**src/hw/rtl/clg_pkg.sv**
```systemverilog
package clg_pkg;

  // Default width of the three text counters.
  localparam int CLG_COUNT_WIDTH = 16;

  // Reported totals are clamped to this width.
  localparam int CLG_OUT_WIDTH = 16;

  // Grade field and its clamp value.
  localparam int CLG_GRADE_WIDTH = 5;
  localparam logic [CLG_GRADE_WIDTH-1:0] CLG_GRADE_MAX = 5'd16;

  // Extra accumulator bits above the count width; covers the largest weight sum.
  localparam int CLG_ACC_EXTRA = 15;

  // Weights of twice the index numerator, with the rounding half folded in:
  // D(k) = 1176*L - 5920*S - 3060*W - 200*W*k.
  localparam int CLG_TERM_WIDTH = 15;
  localparam logic signed [CLG_TERM_WIDTH-1:0] CLG_LETTER_WEIGHT   = 15'sd1176;
  localparam logic signed [CLG_TERM_WIDTH-1:0] CLG_SENTENCE_WEIGHT = 15'sd5920;
  localparam logic signed [CLG_TERM_WIDTH-1:0] CLG_WORD_WEIGHT     = 15'sd3060;
  localparam int CLG_STEP_WIDTH = 8;
  localparam logic [CLG_STEP_WIDTH-1:0] CLG_STEP_WEIGHT = 8'd200;

  // Handshake between the top level and the grade unit.
  typedef struct packed {
    logic idle;
    logic done;
  } clg_status_t;

endpackage

```
**src/hw/rtl/clg_grade.sv**
```systemverilog
// Grade unit: takes the three counts bit-serially, most significant bit first,
// builds the index numerator in one accumulator, then steps the grade up by
// one per cycle while the rounded threshold is still met.
module clg_grade
  import clg_pkg::*;
#(
  parameter int COUNT_WIDTH = CLG_COUNT_WIDTH
) (
  input  logic                       clk,
  input  logic                       rst,
  input  logic                       start,
  input  logic [COUNT_WIDTH-1:0]     letters,
  input  logic [COUNT_WIDTH-1:0]     words,
  input  logic [COUNT_WIDTH-1:0]     sentences,
  input  logic                       take,
  output clg_status_t                status,
  output logic [CLG_GRADE_WIDTH-1:0] grade
);

  localparam int AW    = COUNT_WIDTH + CLG_ACC_EXTRA;
  localparam int CNT_W = (COUNT_WIDTH > 1) ? $clog2(COUNT_WIDTH) : 1;

  typedef enum logic [1:0] {
    S_IDLE,
    S_ACCUM,
    S_SCAN,
    S_DONE
  } state_t;

  state_t                  state;
  logic [COUNT_WIDTH-1:0]  l_sh;
  logic [COUNT_WIDTH-1:0]  s_sh;
  logic [COUNT_WIDTH-1:0]  w_sh;
  logic signed [AW-1:0]    acc;
  logic signed [AW-1:0]    step;
  logic [CNT_W-1:0]        bit_cnt;

  logic signed [CLG_TERM_WIDTH-1:0] term;
  logic signed [AW-1:0]             acc_next;
  logic signed [AW-1:0]             step_next;
  logic signed [AW-1:0]             cand;

  // Weight sum for the current bit of each count; all narrow.
  always_comb begin
    term = '0;
    if (l_sh[COUNT_WIDTH-1]) term = term + CLG_LETTER_WEIGHT;
    if (s_sh[COUNT_WIDTH-1]) term = term - CLG_SENTENCE_WEIGHT;
    if (w_sh[COUNT_WIDTH-1]) term = term - CLG_WORD_WEIGHT;
  end

  // Horner steps: double and add the new digit's contribution.
  assign acc_next = {acc[AW-2:0], 1'b0} +
                    {{(AW-CLG_TERM_WIDTH){term[CLG_TERM_WIDTH-1]}}, term};
  assign step_next = {step[AW-2:0], 1'b0} +
                     (w_sh[COUNT_WIDTH-1] ?
                      {{(AW-CLG_STEP_WIDTH){1'b0}}, CLG_STEP_WEIGHT} : '0);

  // Threshold for the next grade; negative means the grade is final.
  assign cand = acc - step;

  // Sequencer and datapath registers.
  always_ff @(posedge clk) begin
    if (rst) begin
      state <= S_IDLE;
    end else begin
      unique case (state)
        S_IDLE: begin
          if (start) begin
            l_sh    <= letters;
            s_sh    <= sentences;
            w_sh    <= words;
            acc     <= '0;
            step    <= '0;
            bit_cnt <= CNT_W'(COUNT_WIDTH - 1);
            state   <= S_ACCUM;
          end
        end
        S_ACCUM: begin
          acc  <= acc_next;
          step <= step_next;
          l_sh <= {l_sh[COUNT_WIDTH-2:0], 1'b0};
          s_sh <= {s_sh[COUNT_WIDTH-2:0], 1'b0};
          w_sh <= {w_sh[COUNT_WIDTH-2:0], 1'b0};
          if (bit_cnt == '0) begin
            grade <= '0;
            state <= S_SCAN;
          end else begin
            bit_cnt <= bit_cnt - 1'b1;
          end
        end
        S_SCAN: begin
          if (grade == CLG_GRADE_MAX || cand[AW-1]) begin
            state <= S_DONE;
          end else begin
            acc   <= cand;
            grade <= grade + 1'b1;
          end
        end
        S_DONE: begin
          if (take) state <= S_IDLE;
        end
        default: state <= S_IDLE;
      endcase
    end
  end

  assign status.idle = (state == S_IDLE);
  assign status.done = (state == S_DONE);

endmodule

```
**src/hw/rtl/coleman_liau_readability_grade.sv**
```systemverilog
// Counting takes one byte per cycle; s_tready stays high while no grade is in work.
// The item marked last starts the grade unit: it shifts in the counts bit by bit, steps the
// grade up until the threshold fails or the clamp is reached, then hands the result to the
// output register once that is free; no byte is taken meanwhile.
// A finished result waits in the output register while counting goes on.
// Synchronous active-high reset clears all counts, the flag and the output valid, and idles the grade unit.
module coleman_liau_readability_grade
  import clg_pkg::*;
#(
  parameter int COUNT_WIDTH = CLG_COUNT_WIDTH
) (
  input  logic        clk,
  input  logic        rst,
  input  logic        s_tvalid,
  output logic        s_tready,
  input  logic [7:0]  s_tdata,   // char_byte[7:0]
  input  logic        s_tlast,   // last_char
  output logic        m_tvalid,
  input  logic        m_tready,
  output logic [55:0] m_tdata    // grade[4:0], letter_total[20:5], word_total[36:21],
                                 // sentence_total[52:37], count_saturated[53], zero[55:54]
);

  localparam int EW = (COUNT_WIDTH > CLG_OUT_WIDTH) ? COUNT_WIDTH : CLG_OUT_WIDTH;
  localparam logic [COUNT_WIDTH-1:0] CMAX = {COUNT_WIDTH{1'b1}};
  localparam logic [EW-1:0] OMAX_EXT = EW'({CLG_OUT_WIDTH{1'b1}});

  localparam logic [7:0] CH_LOWER_A = 8'h61;
  localparam logic [7:0] CH_LOWER_Z = 8'h7A;
  localparam logic [7:0] CH_UPPER_A = 8'h41;
  localparam logic [7:0] CH_UPPER_Z = 8'h5A;
  localparam logic [7:0] CH_SPACE   = 8'h20;
  localparam logic [7:0] CH_PERIOD  = 8'h2E;
  localparam logic [7:0] CH_BANG    = 8'h21;
  localparam logic [7:0] CH_QUERY   = 8'h3F;

  logic [COUNT_WIDTH-1:0] letters;
  logic [COUNT_WIDTH-1:0] spaces;
  logic [COUNT_WIDTH-1:0] sentences;
  logic                   ovf;

  logic [COUNT_WIDTH-1:0] letters_next;
  logic [COUNT_WIDTH-1:0] spaces_next;
  logic [COUNT_WIDTH-1:0] sentences_next;
  logic                   ovf_next;
  logic [COUNT_WIDTH-1:0] words_next;

  logic [EW-1:0] l_ext;
  logic [EW-1:0] w_ext;
  logic [EW-1:0] s_ext;

  logic [CLG_OUT_WIDTH-1:0] letter_rep;
  logic [CLG_OUT_WIDTH-1:0] word_rep;
  logic [CLG_OUT_WIDTH-1:0] sentence_rep;
  logic                     sat_rep;

  logic [CLG_OUT_WIDTH-1:0] letter_hold;
  logic [CLG_OUT_WIDTH-1:0] word_hold;
  logic [CLG_OUT_WIDTH-1:0] sentence_hold;
  logic                     sat_hold;

  logic                       in_fire;
  logic                       is_letter;
  logic                       is_space;
  logic                       is_stop;
  logic                       start;
  logic                       take;
  clg_status_t                status;
  logic [CLG_GRADE_WIDTH-1:0] grade;

  assign s_tready = status.idle;
  assign in_fire  = s_tvalid & s_tready;
  assign start    = in_fire & s_tlast;
  assign take     = status.done & (~m_tvalid | m_tready);

  // Byte classes.
  assign is_letter = (s_tdata >= CH_LOWER_A && s_tdata <= CH_LOWER_Z) ||
                     (s_tdata >= CH_UPPER_A && s_tdata <= CH_UPPER_Z);
  assign is_space  = (s_tdata == CH_SPACE);
  assign is_stop   = (s_tdata == CH_PERIOD) || (s_tdata == CH_BANG) ||
                     (s_tdata == CH_QUERY);

  // Saturating count updates for the accepted item.
  always_comb begin
    letters_next   = letters;
    spaces_next    = spaces;
    sentences_next = sentences;
    ovf_next       = ovf;
    if (is_letter) begin
      if (letters == CMAX) ovf_next = 1'b1;
      else letters_next = letters + 1'b1;
    end else if (is_space) begin
      if (spaces == CMAX) ovf_next = 1'b1;
      else spaces_next = spaces + 1'b1;
    end else if (is_stop) begin
      if (sentences == CMAX) ovf_next = 1'b1;
      else sentences_next = sentences + 1'b1;
    end
  end

  // Word total is spaces plus one, held at the maximum.
  assign words_next = (spaces_next == CMAX) ? CMAX : spaces_next + 1'b1;

  // Totals clamped to the output width.
  assign l_ext = EW'(letters_next);
  assign w_ext = EW'(words_next);
  assign s_ext = EW'(sentences_next);

  always_comb begin
    letter_rep   = (l_ext > OMAX_EXT) ? {CLG_OUT_WIDTH{1'b1}} : l_ext[CLG_OUT_WIDTH-1:0];
    word_rep     = (w_ext > OMAX_EXT) ? {CLG_OUT_WIDTH{1'b1}} : w_ext[CLG_OUT_WIDTH-1:0];
    sentence_rep = (s_ext > OMAX_EXT) ? {CLG_OUT_WIDTH{1'b1}} : s_ext[CLG_OUT_WIDTH-1:0];
    sat_rep      = ovf_next || (spaces_next == CMAX) || (l_ext > OMAX_EXT) ||
                   (w_ext > OMAX_EXT) || (s_ext > OMAX_EXT);
  end

  // Counters: updated per item, cleared after the last one.
  always_ff @(posedge clk) begin
    if (rst) begin
      letters   <= '0;
      spaces    <= '0;
      sentences <= '0;
      ovf       <= 1'b0;
    end else if (in_fire) begin
      if (s_tlast) begin
        letters   <= '0;
        spaces    <= '0;
        sentences <= '0;
        ovf       <= 1'b0;
      end else begin
        letters   <= letters_next;
        spaces    <= spaces_next;
        sentences <= sentences_next;
        ovf       <= ovf_next;
      end
    end
  end

  // Totals wait here while the grade is worked out.
  always_ff @(posedge clk) begin
    if (start) begin
      letter_hold   <= letter_rep;
      word_hold     <= word_rep;
      sentence_hold <= sentence_rep;
      sat_hold      <= sat_rep;
    end
  end

  clg_grade #(
    .COUNT_WIDTH(COUNT_WIDTH)
  ) u_grade (
    .clk       (clk),
    .rst       (rst),
    .start     (start),
    .letters   (letters_next),
    .words     (words_next),
    .sentences (sentences_next),
    .take      (take),
    .status    (status),
    .grade     (grade)
  );

  // Output register.
  always_ff @(posedge clk) begin
    if (rst) begin
      m_tvalid <= 1'b0;
    end else if (take) begin
      m_tvalid <= 1'b1;
    end else if (m_tready) begin
      m_tvalid <= 1'b0;
    end
  end

  always_ff @(posedge clk) begin
    if (take) begin
      m_tdata <= {2'b00, sat_hold, sentence_hold, word_hold, letter_hold, grade};
    end
  end

endmodule

```
**config.mk**
```make
export PLATFORM = sky130hd
export DESIGN_NAME = coleman_liau_readability_grade
export DESIGN_NICKNAME = d
export VERILOG_FILES = /design/src/hw/rtl/clg_pkg.sv /design/src/hw/rtl/clg_grade.sv /design/src/hw/rtl/coleman_liau_readability_grade.sv
export SDC_FILE = /design/constraint.sdc
export NUM_CORES = 1
export LEC_CHECK = 0
export BUFFER_PORTS_ARGS = -buffer_cell sky130_fd_sc_hd__buf_4
export CAP_MARGIN = 20
export CORE_ASPECT_RATIO = 0.75
export CORE_MARGIN = 5
export CORE_UTILIZATION = 30
export CTS_BUF_LIST = sky130_fd_sc_hd__clkbuf_16
export CTS_CLUSTER_DIAMETER = 100
export DETAILED_ROUTE_END_ITERATION = 10
export PLACE_DENSITY = 0.53
export SLEW_MARGIN = 20
export SYNTH_ARGS = -nofsm -noshare
export SYNTH_HDL_FRONTEND = slang
export SYNTH_SLANG_ARGS = --single-unit
export TNS_END_PERCENT = 20
```
**constraint.sdc**
```tcl
create_clock -name clk -period 19.4 [get_ports clk]
set_clock_uncertainty 0.2 [all_clocks]
set_input_delay 2.91 -clock clk [delete_from_list [all_inputs] [get_ports clk]]
set_output_delay 2.91 -clock clk [all_outputs]
set_load 0.05 [all_outputs]
```
== Word level (Yosys, flattened, before mapping) ==
Cells that the tools add are included.

* Equal/unequal tests: 18
* Add/subtract/negate cells: 11
* Bitwise operators: 6
* Reduce and logical (&&, ||, !) cells: 21
* Order comparisons: 7
* Multiplexer cells: 47

{| class="wikitable"
|+ Operators by type and width
! cell !! number
|-
| $mux 16 || 16
|-
| $pmux 16 s2 || 3
|-
| $pmux 31 s3 || 1
|-
| $add 16x1->16 const B || 4
|-
| $eq 16x16->1 const B || 4
|-
| $add 31x31->31 || 2
|-
| $mux 31 || 2
|-
| $pmux 31 s2 || 1
|-
| $gt 16x16->1 const B || 3
|-
| $eq 8x6->1 const B || 4
|-
| $sub 31x31->31 || 1
|-
| $mux 15 || 2
|-
| $ge 8x7->1 const B || 2
|-
| $le 8x7->1 const B || 2
|-
| $reduce_and 4->1 || 4
|-
| $sub 15x13->15 const B || 1
|-
| $sub 11x13->14 const B || 1
|-
| $mux 11 || 1
|-
| $mux 5 || 2
|-
| $pmux 5 s2 || 1
|-
| $mux 1 || 9
|-
| $logic_or 1x1->1 || 8
|-
| $mux 2 || 4
|-
| $mux 4 || 2
|-
| other kinds (19) || 30
|}

* Input port bits: 13
* Output and inout bits: 58
* Register bits: 274
* Word-level logic and storage cells: 128

== Longest topological paths before layout ==
* Word-level depth: 10
* Gate-level depth with buffers: 15

== Modules after synthesis ==
Synthesis repeated with hierarchy kept, for this count alone.

* Cell total of the unflattened synthesis: 1445
* Area, all modules: 15432.3 um^2

{| class="wikitable"
|+ Modules (own cells, without submodules)
! module !! sequential area each (um^2) !! area each (um^2) !! times used !! cells an instance
|-
| clg_grade || 3463.3 || 8310.5 || 1 || 800
|-
| coleman_liau_readability_grade || 4093.9 || 7121.8 || 1 || 645
|}

== Least setup slack after synthesis ==
Ideal clock, no wire load.

* Kind: input -> register
* Start point: in s_tlast
* End point: reg u_grade.acc[10], enable pin
* Cell stages on the path: 4
* Path buffers: 1
* Path slack: 9.415 ns
* Data arrival time: 9.221 ns
* Path through: clkbuf_1 and3_1 nor2_1 a2111oi_0

* Cells in the longest elaborated chain, start to end: 3

{| class="wikitable"
|+ Ends and longest elaborated chain
! what !! line !! text
|-
| from (decl) || coleman_liau_readability_grade.sv:17 || <nowiki>input logic s_tlast,</nowiki>
|-
| $and 1x1->1 || coleman_liau_readability_grade.sv:73 || <nowiki>assign start = in_fire & s_tlast;</nowiki>
|-
| named net start || coleman_liau_readability_grade.sv:66 || <nowiki>logic start;</nowiki>
|-
| $ne 2x1->1 (no source line) || n/a ||
|-
| $reduce_and 4->1 (no source line) || n/a ||
|-
| to (signal assigned) || clg_grade.sv:79 || <nowiki>acc <= acc_next;</nowiki>
|-
| to (signal assigned) || clg_grade.sv:95 || <nowiki>acc <= cand;</nowiki>
|-
| to (decl) || clg_grade.sv:34 || <nowiki>logic signed [AW-1:0] acc;</nowiki>
|}

The timed path passes the listed nets, and every way through them passes these cells.
A chain may end at the register's enable or synchronous reset.

== Worst setup path in the final report ==
* Start point: in s_tdata[7]
* End point: reg u_grade.w_sh[2] (data pin)

* Cells in the longest elaborated chain, start to end: 8
* Elaborated cells between the ends (all ways): 15
* Classes of those cells: add/sub (1); order compare (4); eq/ne (2); mux (5); reduce/logical (3)

{| class="wikitable"
|+ Ends and longest elaborated chain
! what !! line !! text
|-
| from (decl) || coleman_liau_readability_grade.sv:16 || <nowiki>input logic [7:0] s_tdata,</nowiki>
|-
| $ge 8x7->1 (tied with other cells) || coleman_liau_readability_grade.sv:77 || <nowiki>assign is_letter = (s_tdata >= CH_LOWER_A && s_tdata <= CH_LOWER_Z) ||</nowiki>
|-
| $logic_and 1x1->1 (on tied branches) || coleman_liau_readability_grade.sv:77, coleman_liau_readability_grade.sv:78 ||
|-
| $logic_or 1x1->1 || coleman_liau_readability_grade.sv:77 ||
|-
| $mux 16 (*) || coleman_liau_readability_grade.sv:89 || <nowiki>if (is_letter) begin</nowiki>
|-
| $add 16x1->16 or $eq 16x16->1 (tied branches) || coleman_liau_readability_grade.sv:102 || <nowiki>assign words_next = (spaces_next == CMAX) ? CMAX : spaces_next + 1'b1;</nowiki>
|-
| $mux 16 (*) || coleman_liau_readability_grade.sv:102 ||
|-
| named net u_grade.words[2] || clg_grade.sv:13 || <nowiki>input logic [COUNT_WIDTH-1:0] words,</nowiki>
|-
| $mux 16 (*) || clg_grade.sv:68 || <nowiki>if (start) begin</nowiki>
|-
| $pmux 16 s2 (*) || clg_grade.sv:66 || <nowiki>unique case (state)</nowiki>
|-
| to (signal assigned) || clg_grade.sv:71 || <nowiki>w_sh <= words;</nowiki>
|-
| to (signal assigned) || clg_grade.sv:83 || <nowiki>w_sh <= {w_sh[COUNT_WIDTH-2:0], 1'b0};</nowiki>
|-
| to (decl) || clg_grade.sv:33 || <nowiki>logic [COUNT_WIDTH-1:0] w_sh;</nowiki>
|}

Mark *: on every way through the listed nets, which the timed path passes. The rest lies on a longest branch. The select of a mux whose other input is x is not followed.

==> flow_summary.json <==
{
  "clk_pin_slew_ns": 0.06,
  "critical_path.startpoint": "s_tdata[7]",
  "finalSetupViolCount": 0,
  "p_leak_nw": 6.31,
  "largest_reg_flops": 54,
  "synth_top_area_frac": 0.443,
  "max_slew.worst_pin.slew_ns": 0.901,
  "wl_per_cell_um": 17.0,
  "start_util": 0.302,
  "cp_max_fo": 17,
  "ir_worst_vdd_v": 0.0000700,
  "grt_max_degree": 61,
  "dp_slack_ns": 13.10,
  "crit_type": "in2reg",
  "layout-drive-gt1-share": 0.129,
  "timing.rr.start": "u_grade.w_sh[15]",
  "hold_path.class": "reg2reg",
  "numCtsBuffers": 31,
  "place_congestion": 0.829,
  "fin_ws_ns": 13.65,
  "met2_usage": 0.183,
  "io_pins": 71,
  "reg.largest.list": "m_tdata x54, u_grade.acc x29, u_grade.step x28",
  "cts.sinks": 269,
  "avgSynthCellArea_um2": 10.7,
  "synth_warnings": 0,
  "drc": 0,
  "num_vias": 10600,
  "grt_util_all_layers": 0.131,
  "root_buffer": "clkbuf_16",
  "finalMaxSlewViolations": 0,
  "viasPerCell": 5.02,
  "holdCritStartpoint": "letter_hold[1]",
  "rows": 70,
  "insertion_delay_ns": 0.57,
  "die_area_um2": 53500,
  "antenna_found_initial": 0,
  "clock_path_buffers": 3,
  "whs_path_depth": 0,
  "synth_edf_count": 217,
  "grt_pass1_wl_um": 57500,
  "grt_most_used_layer": "met1",
  "die_h_um": 202,
  "htreeDepth": 1,
  "post_cts_buffers": 0,
  "ys.flop_type": "edfxtp_1",
  "finalHoldViolations": 0,
  "final_nets": 1520,
  "reg2regPathDepth": 15,
  "netlist_area_um2": 14700,
  "port_buffers": 68,
  "placeableCoreArea_um2": 48600,
  "status": "finished clean",
  "crit_arrival_ns": 5.98,
  "design_area_um2": 16900,
  "postCtsHoldBufs": 0,
  "die_w_um": 266,
  "grt_pass1_vias": 10400,
  "cts_resized": 0,
  "tns_ns": 0,
  "fin_crit_sh": 0.296,
  "total_power_mw": 2.09,
  "area_growth_pct": 15.0,
  "fmax_ghz": 0.174,
  "yosys.area.top_type": "edfxtp_1",
  "use_met3": 0.0226,
  "reg2reg_slack_ns": 14.76,
  "drtAntennaViolNets": 0,
  "r2r_end": "u_grade.acc[29]",
  "synth_cell_types": 77,
  "grt_util_met1": 0.208,
  "cts_tree": "built",
  "ys_async_sr_fraction": 0,
  "overflow": 0,
  "synth-seq-cells": 269,
  "max_flop_register": "m_tdata",
  "finalWirelength_um": 35800,
  "synth.top_cells.by_area": "edfxtp_1, dfxtp_1, ha_1",
  "powerDensity_nw_per_um2": 124,
  "max_cap_violations": 0,
  "rsz0062_at_grt": "false",
  "seq_area_frac_synth": 0.514,
  "drt_iter0_drc": 725,
  "dp_hpwl_um": 24700,
  "placed_area_um2": 15900,
  "cp.required_ns": 19.63,
  "postSynthCellCount": 1376,
  "maxSlewHeadroom": 0.398,
  "n_antenna_cell": 0,
  "end_kind": "flip-flop",
  "min_delay_worst_endpoint": "m_tdata[6]",
  "crit_path_start_kind": "primary input",
  "drtPass1Iterations": 5,
  "period_minus_slack_ns": 5.75
}
==> Yosys cell counts, types with 10 or more instances <==
cell      instances
nand4_1          15
dfxtp_1          52
nand2b_1         17
nor2_1          147
o21ai_0          57
and3_1           18
a22oi_1          46
xnor2_1          76
o21bai_1         10
a21o_1           20
clkbuf_1         42
inv_1            61
xor2_1           37
nand3_1          44
a21oi_1          81
o22ai_1          10
a31oi_1          19
edfxtp_1        217
ha_1             73
nand2_1          95
nor3_1           31
mux2_2           39
nor2b_1          18
and2_1           18
==> cell usage in the layout, fill, tap and decap left out, types with 20 or more instances in the layout <==
cell and count:
nand3_1 44, dfxtp_1 52, nor2_1 145, inv_1 71
xnor2_1 76, o21ai_0 57, mux2_2 39, ha_1 73
a22oi_1 46, nand2_1 94, clkbuf_16 31, buf_4 77
nor3_1 31, edfxtp_1 217, a21o_1 20, a21oi_1 81
xor2_1 37
==> metal layers <==
| metal | up-vias | wire length [um] |
|---|---|---|
| met5 | - | 0 |
| met4 | 0 | 665 |
| met3 | 41 | 1610 |
| met2 | 225 | 14100 |
| met1 | 5123 | 19500 |
| li1 | 5181 | - |
==> report_power, final <==
| part | internal, mW | switching (mW) |
|---|---|---|
| clock | 0.344 | 0.238 |
| sequential | 0.732 | 0.0448 |
| combinational | 0.273 | 0.460 |
==> cell families (layout without fill, tap and decap cells) <==
| group | count (synthesis) | in the layout | share of synthesized area |
|---|---|---|---|
| and+or+nand+nor | 448 | 448 | 0.149 |
| xor gates and xnor gates | 113 | 113 | 0.0674 |
| AOI/OAI and AO/OA | 306 | 306 | 0.137 |
| DFF | 269 | 269 | 0.514 |
| other | 1 | 2 | 0.000255 |
| buffers and inverters | 118 | 197 | 0.0322 |
| muxes | 45 | 45 | 0.0340 |
| adders and majority gates | 76 | 76 | 0.0663 |
==> how the worst max path moves through the flow <==
stage	end	slack (ns)
after floorplan	u_grade.acc[10]	9.41
after global placement	u_grade.w_sh[1]	13.17
after detailed placement	u_grade.w_sh[1]	13.10
after CTS	u_grade.w_sh[1]	13.69
after global routing	u_grade.w_sh[1]	13.32
final	u_grade.w_sh[2]	13.65
==> critical path, stage by stage <==
cell      delay, ns
buf_4          0.11
nor3b_1        0.29
nand3_1        0.35
a31oi_1        0.40
buf_4          0.25
nand2_1        0.07
nand2_1        0.08
ha_1           0.21
nand3b_1       0.22
and2b_4        0.36
nand3_2        0.32
nand2_1        0.22
mux2_2         0.17
==> metrics by stage <==
stage                     hold slack [ns]  utilization  instances
final                               0.214        0.348       2104
after floorplan                     0.200            -       1377
after global routing                0.222        0.348       2104
after detailed placement            0.205        0.327       2046
after CTS                           0.217        0.347       2104
after global placement              0.207        0.327       2046
==> final cells by class <==
cell class | instances | area, um2
clock buffers | 31 | 776
clock inverters | 27 | 239
fillers | 4829 | 31700
inverters | 62 | 233
multi-input cells | 990 | 6700
flip-flops and latches | 269 | 7560
well taps | 648 | 811
repair buffers | 77 | 578
Note: power is estimated with default switching activity, not from simulation.
